--- src/hw/rtl/bfmt_pkg.sv ---
// ----------------------------------------------------------------------------
// bfmt_pkg
// Shared types and constants of the layer correction table.
// ----------------------------------------------------------------------------
package bfmt_pkg;

    localparam int DEF_MAX_ENTRIES = 64;

    // Command codes.
    localparam logic [1:0] CMD_CLEAR  = 2'd0;
    localparam logic [1:0] CMD_OFFER  = 2'd1;
    localparam logic [1:0] CMD_LOOKUP = 2'd2;
    localparam logic [1:0] CMD_NOP    = 2'd3;

    // Configuration register indexes.
    localparam logic [1:0] CFG_AREA  = 2'd0;
    localparam logic [1:0] CFG_ROOM  = 2'd1;
    localparam logic [1:0] CFG_CHECK = 2'd2;

    localparam int CFG_IDX_W  = 2;
    localparam int CFG_DATA_W = 8;

    // Acceptance limits.
    localparam logic [7:0]  MAX_SRC_LAYER = 8'd3;
    localparam logic [7:0]  MAX_DST_LAYER = 8'd4;

    typedef struct packed {
        logic [7:0] area;
        logic [7:0] room;
        logic       check;
    } t_cfg;

    typedef struct packed {
        logic [1:0]  cmd;
        logic [7:0]  entry_area;
        logic [7:0]  entry_room;
        logic [7:0]  layer;
        logic [7:0]  dest_layer;
        logic [15:0] block_col;
        logic [15:0] block_row;
        logic [15:0] expected_block;
        logic        map_present;
        logic [15:0] map_width;
        logic [15:0] map_height;
        logic [15:0] map_word;
    } t_in_item;

    typedef struct packed {
        logic       stored;
        logic [6:0] entry_count;
        logic       found;
        logic [2:0] found_dest;
    } t_out_item;

    // One held correction: column wrapped to 32, row wrapped to 16.
    typedef struct packed {
        logic [1:0] layer;
        logic [2:0] dest;
        logic [4:0] col;
        logic [3:0] row;
    } t_fix_entry;

endpackage

--- src/hw/rtl/block_fix_match_table.sv ---
// ----------------------------------------------------------------------------
// block_fix_match_table
// Bounded table of per-room layer corrections with clear, offer and lookup.
// ----------------------------------------------------------------------------
// Usage: items arrive on the input channel (i_in_valid / o_in_ready) and each
// one produces exactly one result item on the output channel (o_out_valid /
// i_out_ready). Configuration registers are written through i_cfg_we,
// i_cfg_idx and i_cfg_data; index 3 is ignored. The user must write them only
// while the block is idle; the block itself does not enforce this.
// For clear, offer and no-operation items the result is written to the output
// register at the accepting edge and is offered from the next cycle on, so
// these items can follow one per cycle while the receiver keeps up. A lookup
// walks the held entries through a single compare unit fed by the entry
// memory's registered read port, one entry per cycle, and stops at the first
// match. Its result is registered once a match is found or every held entry
// has been compared, and the input stays closed meanwhile, so no new item is
// taken before a lookup's result is registered.
//
// Reset clears the entry count and restores the registers (area 0, room 0,
// map checking on); the entry memory itself is not cleared since only
// entries below the count are ever read. When the receiver stalls, the
// result holds in the output register; a new item is taken once the
// pending result leaves, in the same cycle if it is being taken.
// ----------------------------------------------------------------------------
module block_fix_match_table
    import bfmt_pkg::*;
#(
    parameter int MAX_ENTRIES = DEF_MAX_ENTRIES
)
(
    input  logic                  i_clk,
    input  logic                  i_rst_n,
    input  logic                  i_cfg_we,
    input  logic [CFG_IDX_W-1:0]  i_cfg_idx,
    input  logic [CFG_DATA_W-1:0] i_cfg_data,
    input  logic                  i_in_valid,
    output logic                  o_in_ready,
    input  t_in_item              i_in_data,
    output logic                  o_out_valid,
    input  logic                  i_out_ready,
    output t_out_item             o_out_data
);

    // Count width holds MAX_ENTRIES itself; address width just the depth.
    localparam int CW = $clog2(MAX_ENTRIES + 1);
    localparam int AW = (MAX_ENTRIES > 1) ? $clog2(MAX_ENTRIES) : 1;

    typedef enum logic {
        ST_IDLE,
        ST_SCAN
    } t_state;

    t_state        r_state, n_state;
    t_cfg          r_cfg, n_cfg;
    logic [CW-1:0] r_count, n_count;
    logic [CW-1:0] r_idx, n_idx;
    logic          r_pend, n_pend;
    logic [7:0]    r_q_layer, n_q_layer;
    logic [4:0]    r_q_col, n_q_col;
    logic [3:0]    r_q_row, n_q_row;
    logic          r_out_valid, n_out_valid;
    t_out_item     r_out, n_out;

    logic          w_accept;
    logic          w_full;
    logic          w_offer_ok;
    logic          w_we;
    logic          w_re;
    t_fix_entry    w_wdata;
    t_fix_entry    w_rdata;
    logic          w_hit;

    // The output register is free, or is being emptied this cycle.
    assign o_in_ready = (r_state == ST_IDLE) && (!r_out_valid || i_out_ready);
    assign w_accept   = i_in_valid && o_in_ready;
    assign w_full     = (r_count >= CW'(MAX_ENTRIES));

    bfmt_offer_chk u_chk (
        .i_cfg  (r_cfg),
        .i_item (i_in_data),
        .i_full (w_full),
        .o_ok   (w_offer_ok)
    );

    assign w_we = w_accept && (i_in_data.cmd == CMD_OFFER) && w_offer_ok;

    always_comb begin
        w_wdata.layer = i_in_data.layer[1:0];
        w_wdata.dest  = i_in_data.dest_layer[2:0];
        w_wdata.col   = i_in_data.block_col[4:0];
        w_wdata.row   = i_in_data.block_row[3:0];
    end

    // A read is issued while the scan still has entries to visit.
    assign w_re = (r_state == ST_SCAN) && (r_idx < r_count) && !w_hit;

    bfmt_fix_mem #(
        .DEPTH (MAX_ENTRIES),
        .AW    (AW)
    ) u_mem (
        .i_clk   (i_clk),
        .i_we    (w_we),
        .i_waddr (r_count[AW-1:0]),
        .i_wdata (w_wdata),
        .i_re    (w_re),
        .i_raddr (r_idx[AW-1:0]),
        .o_rdata (w_rdata)
    );

    // The shared compare unit: the entry read last cycle against the query.
    // The held layer is zero-extended so that all eight bits are compared.
    assign w_hit = r_pend &&
                   ({6'd0, w_rdata.layer} == r_q_layer) &&
                   (w_rdata.col == r_q_col) &&
                   (w_rdata.row == r_q_row);

    // Count reported in seven bits, whatever the count width is.
    function automatic logic [6:0] count7(input logic [CW-1:0] c);
        logic [CW+6:0] ext;
        ext = {7'd0, c};
        return ext[6:0];
    endfunction

    always_comb begin
        n_state     = r_state;
        n_cfg       = r_cfg;
        n_count     = r_count;
        n_idx       = r_idx;
        n_pend      = r_pend;
        n_q_layer   = r_q_layer;
        n_q_col     = r_q_col;
        n_q_row     = r_q_row;
        n_out_valid = r_out_valid && !i_out_ready;
        n_out       = r_out;

        if (i_cfg_we) begin
            case (i_cfg_idx)
                CFG_AREA:  n_cfg.area  = i_cfg_data;
                CFG_ROOM:  n_cfg.room  = i_cfg_data;
                CFG_CHECK: n_cfg.check = i_cfg_data[0];
                default:   ;
            endcase
        end

        case (r_state)
            ST_IDLE: begin
                if (w_accept) begin
                    n_out.stored     = 1'b0;
                    n_out.found      = 1'b0;
                    n_out.found_dest = 3'd0;
                    case (i_in_data.cmd)
                        CMD_CLEAR: begin
                            n_count           = '0;
                            n_out.entry_count = 7'd0;
                            n_out_valid       = 1'b1;
                        end
                        CMD_OFFER: begin
                            if (w_offer_ok) begin
                                n_count      = r_count + CW'(1);
                                n_out.stored = 1'b1;
                            end
                            n_out.entry_count = count7(n_count);
                            n_out_valid       = 1'b1;
                        end
                        CMD_LOOKUP: begin
                            n_q_layer = i_in_data.layer;
                            n_q_col   = i_in_data.block_col[4:0];
                            n_q_row   = i_in_data.block_row[3:0];
                            n_idx     = '0;
                            n_pend    = 1'b0;
                            n_state   = ST_SCAN;
                        end
                        default: begin
                            n_out.entry_count = count7(r_count);
                            n_out_valid       = 1'b1;
                        end
                    endcase
                end
            end
            ST_SCAN: begin
                if (w_hit) begin
                    n_out.stored      = 1'b0;
                    n_out.found       = 1'b1;
                    n_out.found_dest  = w_rdata.dest;
                    n_out.entry_count = count7(r_count);
                    n_out_valid       = 1'b1;
                    n_pend            = 1'b0;
                    n_state           = ST_IDLE;
                end else if (w_re) begin
                    n_idx  = r_idx + CW'(1);
                    n_pend = 1'b1;
                end else begin
                    // Every held entry has been compared without a match.
                    n_out.stored      = 1'b0;
                    n_out.found       = 1'b0;
                    n_out.found_dest  = 3'd0;
                    n_out.entry_count = count7(r_count);
                    n_out_valid       = 1'b1;
                    n_pend            = 1'b0;
                    n_state           = ST_IDLE;
                end
            end
            default: n_state = ST_IDLE;
        endcase
    end

    always_ff @(posedge i_clk) begin
        if (!i_rst_n) begin
            r_state     <= ST_IDLE;
            r_cfg.area  <= 8'd0;
            r_cfg.room  <= 8'd0;
            r_cfg.check <= 1'b1;
            r_count     <= '0;
            r_idx       <= '0;
            r_pend      <= 1'b0;
            r_out_valid <= 1'b0;
        end else begin
            r_state     <= n_state;
            r_cfg       <= n_cfg;
            r_count     <= n_count;
            r_idx       <= n_idx;
            r_pend      <= n_pend;
            r_out_valid <= n_out_valid;
        end
        r_q_layer <= n_q_layer;
        r_q_col   <= n_q_col;
        r_q_row   <= n_q_row;
        r_out     <= n_out;
    end

    assign o_out_valid = r_out_valid;
    assign o_out_data  = r_out;

    // The table never holds more than its depth.
    a_count_bound: assert property (@(posedge i_clk) disable iff (!i_rst_n)
        r_count <= CW'(MAX_ENTRIES))
        else $error("entry count beyond table depth");

    // Items other than a lookup finish in the cycle they are taken.
    a_short_cmd: assert property (@(posedge i_clk) disable iff (!i_rst_n)
        (w_accept && (i_in_data.cmd != CMD_LOOKUP)) |=> o_out_valid)
        else $error("single-cycle command gave no result");

    // The scan index never runs past the held count.
    a_idx_bound: assert property (@(posedge i_clk) disable iff (!i_rst_n)
        (r_state == ST_SCAN) |-> (r_idx <= r_count))
        else $error("scan index past entry count");

    // A lookup result never reports a stored offer, and a hit has a legal layer.
    a_found_dest: assert property (@(posedge i_clk) disable iff (!i_rst_n)
        (o_out_valid && o_out_data.found) |->
            (!o_out_data.stored && (o_out_data.found_dest <= 3'd4)))
        else $error("malformed lookup result");

    // A scan read is only outstanding while scanning.
    a_pend_scan: assert property (@(posedge i_clk) disable iff (!i_rst_n)
        r_pend |-> (r_state == ST_SCAN))
        else $error("read pending outside a scan");

endmodule

--- src/hw/rtl/bfmt_offer_chk.sv ---
// ----------------------------------------------------------------------------
// bfmt_offer_chk
// Acceptance tests for an offered correction, including the map checks.
// ----------------------------------------------------------------------------
module bfmt_offer_chk
    import bfmt_pkg::*;
(
    input  t_cfg     i_cfg,
    input  t_in_item i_item,
    input  logic     i_full,
    output logic     o_ok
);

    logic w_base_ok;
    logic w_map_ok;

    assign w_base_ok = (i_item.entry_area == i_cfg.area) &&
                       (i_item.entry_room == i_cfg.room) &&
                       (i_item.layer <= MAX_SRC_LAYER) &&
                       (i_item.dest_layer <= MAX_DST_LAYER) &&
                       !i_full;

    // An empty map fails the bounds tests by itself.
    assign w_map_ok = i_item.map_present &&
                      (i_item.block_col < i_item.map_width) &&
                      (i_item.block_row < i_item.map_height) &&
                      (i_item.map_word == i_item.expected_block);

    assign o_ok = w_base_ok && (!i_cfg.check || w_map_ok);

endmodule

--- src/hw/rtl/bfmt_fix_mem.sv ---
// ----------------------------------------------------------------------------
// bfmt_fix_mem
// Storage for held corrections: one write port, one registered read port.
// ----------------------------------------------------------------------------
module bfmt_fix_mem
    import bfmt_pkg::*;
#(
    parameter int DEPTH = DEF_MAX_ENTRIES,
    parameter int AW    = 6
)
(
    input  logic          i_clk,
    input  logic          i_we,
    input  logic [AW-1:0] i_waddr,
    input  t_fix_entry    i_wdata,
    input  logic          i_re,
    input  logic [AW-1:0] i_raddr,
    output t_fix_entry    o_rdata
);

    t_fix_entry r_mem [DEPTH];
    t_fix_entry r_rdata;

    always_ff @(posedge i_clk) begin
        if (i_we) begin
            r_mem[i_waddr] <= i_wdata;
        end
        if (i_re) begin
            r_rdata <= r_mem[i_raddr];
        end
    end

    assign o_rdata = r_rdata;

endmodule

--- config.mk ---
export PLATFORM = sky130hd
export DESIGN_NAME = block_fix_match_table
export DESIGN_NICKNAME = d
export VERILOG_FILES = /design/src/hw/rtl/bfmt_pkg.sv /design/src/hw/rtl/block_fix_match_table.sv /design/src/hw/rtl/bfmt_offer_chk.sv /design/src/hw/rtl/bfmt_fix_mem.sv
export SDC_FILE = /design/constraint.sdc
export NUM_CORES = 1
export LEC_CHECK = 0
export BUFFER_PORTS_ARGS = -buffer_cell sky130_fd_sc_hd__buf_4
export CORE_MARGIN = 2
export CORE_UTILIZATION = 23
export CTS_BUF_LIST = sky130_fd_sc_hd__clkbuf_2
export CTS_CLUSTER_SIZE = 14
export DETAILED_ROUTE_END_ITERATION = 12
export SKIP_LAST_GASP = 1
export SLEW_MARGIN = 0
export SYNTH_ARGS = -nofsm -noshare
export SYNTH_HDL_FRONTEND = slang
export SYNTH_SLANG_ARGS = --single-unit
--- constraint.sdc ---
create_clock -name i_clk -period 3.08 [get_ports i_clk]
set_input_delay 0.154 -clock i_clk [delete_from_list [all_inputs] [get_ports i_clk]]
set_output_delay 0.154 -clock i_clk [all_outputs]
set_load 0.005 [all_outputs]
# ---- After elaboration in Yosys (flattened, before gate mapping)
# Memory sizes are Yosys's and may differ from the RTL's. A register that Yosys moved wholly into a read port is not among the register bits.
# Index checks and enable logic that the tools add are counted.
dict set report totals {
  ff_bits 63
  ramBits 896
  input_bits 146
  elab_cells 107
  memories 1
}
dict set report classes {
  n_addsub 2
  n_lt_le_gt_ge 6
  n_eq_ne 16
  n_mux 29
  bitwise_logic 1
  n_reduce_logical 37
}
# memory words word_bits rd rd_clocked_by_memory_dff wr line
set memory_table {}
lappend memory_table {u_mem.r_mem 64 14 1 1 1 bfmt_fix_mem.sv:21} ;# t_fix_entry r_mem [DEPTH];
# operator n
set ops {}
lappend ops {{12-bit 2-to-1 mux} 3}
lappend ops {{7-bit 2-to-1 mux} 5}
lappend ops {{16-bit < comparator} 2}
lappend ops {{7-bit case mux with 2 select lines} 2}
lappend ops {{12-bit case mux with 2 select lines} 1}
lappend ops {{7-bit case mux with 3 select lines} 1}
lappend ops {{1-bit logical AND} 18}
lappend ops {{16-bit equality test} 1}
lappend ops {{8-bit equality test} 2}
lappend ops {{7-bit by 1-bit adder with 7-bit output, second input constant} 2}
lappend ops {{1-bit 2-to-1 mux} 14}
lappend ops {{2-bit AND reduction} 5}
lappend ops {{3-bit AND reduction} 3}
lappend ops {{2-bit by 8-bit equality test with 1-bit output} 1}
lappend ops {{8-bit by 2-bit <= comparator with 1-bit output, second input constant} 1}
lappend ops {{8-bit by 3-bit <= comparator with 1-bit output, second input constant} 1}
lappend ops {{7-bit >= comparator, second input constant} 1}
lappend ops {{7-bit < comparator} 1}
lappend ops {{2-bit inequality test, second input constant} 3}
lappend ops {{1-bit case mux with 2 select lines} 3}
lappend ops {{5-bit equality test} 1}
lappend ops {{1-bit logical NOT} 5}
lappend ops {{2-bit by 1-bit equality test with 1-bit output, second input constant} 2}
lappend ops {{2-bit equality test, second input constant} 2}
lappend ops {{other kinds (8)} 11}

# ---- Longest topological paths before layout
dict set report logic_depth {
  depth_word 10
  mapped_depth 11
  depth_no_buf 9
}

# ---- Hierarchy
# From an unflattened synthesis, not the netlist that was laid out.
dict set report hier_totals {
  cells_unflattened 1996
  hier_area_um2 39132.5
}
# mod instances cells_per_inst area_per_inst_um2 seq_area_each_um2
set modules_own_cells {}
lappend modules_own_cells {bfmt_fix_mem 1 1571 35018.6 27326.2}
lappend modules_own_cells {block_fix_match_table 1 269 2939.1 1551.5}
lappend modules_own_cells {bfmt_offer_chk 1 156 1174.9 0.0}

# ---- Worst setup path before layout
# OpenSTA, ideal clock, no wires.
dict set report synth_path {
  path_kind {input -> register}
  from {input port i_in_data[39] in the netlist's numbering}
  to {memory u_mem.r_mem[35][0] in the netlist's numbering, enable pin}
  setup_ns 0.384
  arrival_ns 2.753
  required_time_ns 2.696
  path_slack_ns -0.057
  stages 11
  cell_sequence {inv_1 -> ha_1 -> a21oi_1 -> nand2_1 -> a2111oi_0 -> nand4_1 -> o31ai_1 -> buf_2 -> nand3_1 -> clkbuf_1 -> nor2_1}
}
dict set report synth_via {
  elab_chain_len 9
}
# item line
set synth_rtl {}
lappend synth_rtl {{start: declaration} block_fix_match_table.sv:38} ;# input t_in_item i_in_data,
lappend synth_rtl {{16-bit < comparator} bfmt_offer_chk.sv:25} ;# (i_item.block_col < i_item.map_width) &&
lappend synth_rtl {{1-bit logical AND} bfmt_offer_chk.sv:24} ;# assign w_map_ok = i_item.map_present &&
lappend synth_rtl {{1-bit logical AND} bfmt_offer_chk.sv:25}
lappend synth_rtl {{1-bit logical AND} bfmt_offer_chk.sv:26} ;# (i_item.block_row < i_item.map_height) &&
lappend synth_rtl {{1-bit logical OR} bfmt_offer_chk.sv:29} ;# assign o_ok = w_base_ok && (!i_cfg.check || w_map_ok);
lappend synth_rtl {{1-bit logical AND} bfmt_offer_chk.sv:29}
lappend synth_rtl {{1-bit logical AND} block_fix_match_table.sv:85} ;# assign w_we = w_accept && (i_in_data.cmd == CMD_OFFER) && w_offer_ok;
lappend synth_rtl {{1-bit 2-to-1 mux} bfmt_fix_mem.sv:25} ;# if (i_we) begin
lappend synth_rtl {{1-bit 2-to-1 mux (implied by the code)} bfmt_fix_mem.sv:26} ;# r_mem[i_waddr] <= i_wdata;
lappend synth_rtl {{end: declaration} bfmt_fix_mem.sv:21}
# Every way passes these cells.

==> impl_metrics.yaml <==
power_and_ir_drop:
  power.ir.vdd_worst_uv: 254
  power_density_over_the_cells_mw_per_mm2: 489
  leakage_nw: 15.5
  fin_total_pwr_mw: 23.7
yosys:
  synth_cell_type_count: 50
  dominantRegCellSynth: "edfxtp_1"
  synth-async-reset-ratio_pct: 0
  yosys_warnings: 0
  synth_seq_area_share_pct: 74.7
  synth.net_count: 1976
  synth.avg_cell_area_um2: 21.6
  count_of_flip_flops_with_a_built_in_enable_after_synthesis: 939
  postSynthRegisterBits: 973
  synthesis.instances: 1792
  synth_area_mm2: 0.0387
grt:
  globalRoute.busiestLayer: "met2"
  grt_antenna_before_repair: 18
  grt.met3_usage_pct: 3.55
  grt_use_met2_pct: 19.3
  grt_start_max_net_pins: 66
  globalRoute.totalOverflow: 0
  grt_usage_pct: 12.6
  use_met1_pct: 17.0
  first_global_vias: 21900
  grt_first_pass_wirelength_um: 157000
critical_path:
  worstPathBufferInverterCount: 7
  reg2reg_depth: 9
  cp_data_arrival_time_ns: 4.31
  crit_end: "o_out_data[8]"
  worst_r2r_endpoint: "o_out_data[8]"
  crit_cells: 13
  worstPathCellList: "dlygate4sd3_1, buf_4, dlygate4sd3_1, nor4_1, dlygate4sd3_1, nand4_1, nor2_4, nand3_1, dlygate4sd3_1, o41ai_2, buf_4, o31ai_1, dlygate4sd3_1"
  critical-path-max-stage-delay_ns: 0.63
  top_delay_family_on_crit_path: "buffers and inverters"
  rr_startpoint: "r_count[6]"
  crit_path_frequent_cell: "dlygate4sd3_1"
  crit_path_top_delay_cell: "dlygate4sd3_1"
  path_class: "in2reg"
  cp-start-kind: "primary input"
  worst-r2r-setup-slack_ns: 0.16
  critPathMaxFanout: 6
  end_kind: "flip-flop"
  crit_required_ns: 4.30
  crit_path_start: "i_in_data[112]"
clock_tree:
  clock_insertion_delay_worst_skew_ns: 1.50
  numClockSinks: 973
  cts_max_level: 4
  cts_buffers: 235
  cts_root_buffer_type: "clkbuf_2"
  cts_max_path_buffers: 3
  cts_tree: "done"
  clkSlewWorstSetupHoldPaths_ns: 0.10
route:
  wirelength_um: 109000
  detailedRoute.firstPassIterationCount: 5
  avgViaCountPerCell: 4.38
  detail_route.iter0.violations: 2241
  ant_nets: 0
  detailed_route_drc_error_count: 0
  drt-wirelength-per-cell_um: 22.4
  detailroute.via_count: 21300
sta:
  grt_setup_unrepaired: "yes"
  setup_total_negative_slack_ns: -0.0296
  worst_slew_margin_relative_to_its_limit_pct: 29.7
  worst_hold_slack_ns: 0.140
  max_slew.worst_pin.slew_ns: 1.05
  worst_slack_ns: -0.0122
  finalCritPeriodShare_pct: 100
  fmaxAchievable_mhz: 323
  finalSetupViolations: 5
  final_max_slew_viol_count: 0
  post-route-min-period_ns: 3.09
  timing_hold_violations_final: 0
  fin_worst_skew_ns: 0.165
outcome:
  failing_checks: "negative setup slack"
  run_status: "finished, violations left"
placed_design:
  gp_congestion: 0.827
  numPortBuffers: 159
  dpl.cell_count: 4247
  dpl.hpwl_um: 68100
hold_path:
  hold_class: "in2reg"
floorplanning:
  core_area_mm2: 0.167
  fp.dieH_um: 414
  number_of_placed_i_o_pins: 160
  die_width_um: 414
  fp-row-count: 150
  full_die_area_mm2: 0.171
  floorplan.initialDensity_pct: 23.1
finish:
  finish.net_count: 2659
  final_cell_count_no_fill: 4871
  fill_cell_instance_count_of_the_final_layout: 16500
  utilization_pct: 29.0
  layout-drive-gt1-share_pct: 37.9
  area_delta_synth_final_pct: 25.1
flow_run:
  maxCapViolations: 0
==> power by group <==
| part | total (mW) | internal [mW] | switching (mW) |
|---|---|---|---|
| Combinational | 0.924 | 0.406 | 0.519 |
| Sequential | 14.5 | 14.5 | 0.0138 |
| Clock | 8.24 | 3.05 | 5.19 |
| Total | 23.7 | 18.0 | 5.72 |
==> layer usage <==
metal / share of wire [%] / up-vias
met5: 0.019 / -
met4: 2.5 / 4
met3: 8.9 / 183
met2: 46 / 1099
met1: 42 / 11000
li1: - / 9023
==> sequential cells by signal, indices dropped and copies added (netlist names) <==
register,count
r_q_layer,8
r_count,7
r_pend,1
r_q_col,5
r_q_row,4
u_mem.o_rdata,14
r_state,1
u_mem.r_mem,896
r_idx,7
r_cfg,17
o_out_data,12
o_out_valid,1
==> placed cells by master, fill, tap and decap left out, types with 5 or more instances in the layout <==
master and count:
nor3_1 9, nand2_1 37, clkinv_2 10, xnor2_1 32, inv_1 42, clkinv_1 70
nand4_1 20, edfxtp_1 939, dlygate4sd3_1 191, a21oi_1 16, nor2b_1 20, diode_2 6
clkbuf_2 328, mux2i_1 19, nand3_1 21, or3_1 5, nor4_1 7, nor2_1 80
ha_1 38, and2_1 7, buf_12 49, o21ai_0 12, mux4_2 294, dfxtp_1 29
buf_4 290, xor2_1 12
==> worst reg2reg max path, stage by stage, from the launching register on <==
cell and delay (ns):
dfxtp_1 0.40, nor4_4 0.32, nand4_1 0.24, nor2_4 0.18
nand3_1 0.09, dlygate4sd3_1 0.57, o41ai_2 0.06, buf_4 0.20
o31ai_1 0.07, dlygate4sd3_1 0.55
==> stage by stage <==
step / area, µm² / setup slack (ns)
floorplan: 38700 / -0.0570
global placement: 44200 / -0.241
detailed placement: 44200 / -0.300
CTS: 48300 / 0.0255
global route: 48400 / -0.0458
finish: 48400 / -0.0122
==> cell usage after synthesis (7+ instances only) <==
cell type / instances / area share (%)
buf_1: 10 / 0.097
nor3_1: 9 / 0.12
clkbuf_1: 48 / 0.47
edfxtp_1: 939 / 73
buf_2: 22 / 0.28
nand2_1: 37 / 0.36
nor4_1: 11 / 0.18
nor2_1: 84 / 0.82
xor2_1: 12 / 0.27
nor2b_1: 20 / 0.32
mux2i_1: 19 / 0.49
inv_1: 42 / 0.41
ha_1: 38 / 1.2
xnor2_1: 32 / 0.72
dfxtp_1: 34 / 1.8
a21oi_1: 16 / 0.21
nand4_1: 20 / 0.32
nand3_1: 21 / 0.27
and2_1: 7 / 0.11
o21ai_0: 12 / 0.16
mux4_2: 294 / 17
==> cells by family (layout without fill, tap and decap cells) <==
group | count (synthesis) | after routing | synth area share (%)
compound gates | 66 | 66 | 1.16
xor+xnor | 44 | 44 | 0.997
fa+ha+maj | 38 | 38 | 1.23
buf+inv | 128 | 997 | 1.42
flops | 973 | 973 | 74.7
mux | 314 | 314 | 17.6
other cells | 0 | 6 | 0
simple gates | 229 | 229 | 2.86
==> cell type report <==
type                       instances  area (µm²)  share of cell area, %
antenna                            6        15.0                 0.0310
tap                             2204        2760                   5.70
inverter                          42         158                  0.326
clock buffer                     328        1640                   3.39
clock inverter                    95         473                  0.977
multi-input combinational        691        9320                   19.3
timing repair buffer             532        5120                   10.6
sequential                       973       28900                   59.7
==> how the worst min path moves through the flow <==
stage | cells past startpoint | slack, ns | end | from
after CTS | 10 | 0.02 | r_count[0] | i_in_data[89]
final | 11 | 0.14 | r_count[0] | i_in_data[72]
after global placement | 1 | 0.35 | r_q_layer[5] | i_in_data[110]
after global routing | 11 | 0.12 | r_count[0] | i_in_data[76]
after detailed placement | 1 | 0.35 | r_q_layer[5] | i_in_data[110]
after floorplan | 0 | 0.25 | r_q_col[0] | i_in_data[81]
==> repair_timing <==
item	CTS	global route
endpoints found under the hold margin	1880	0
hold buffers	194	0
buffers inserted	0	2
resized for setup	0	13
setup endpoints to repair	0	615
No activity file was read; power rests on OpenSTA's default activity.
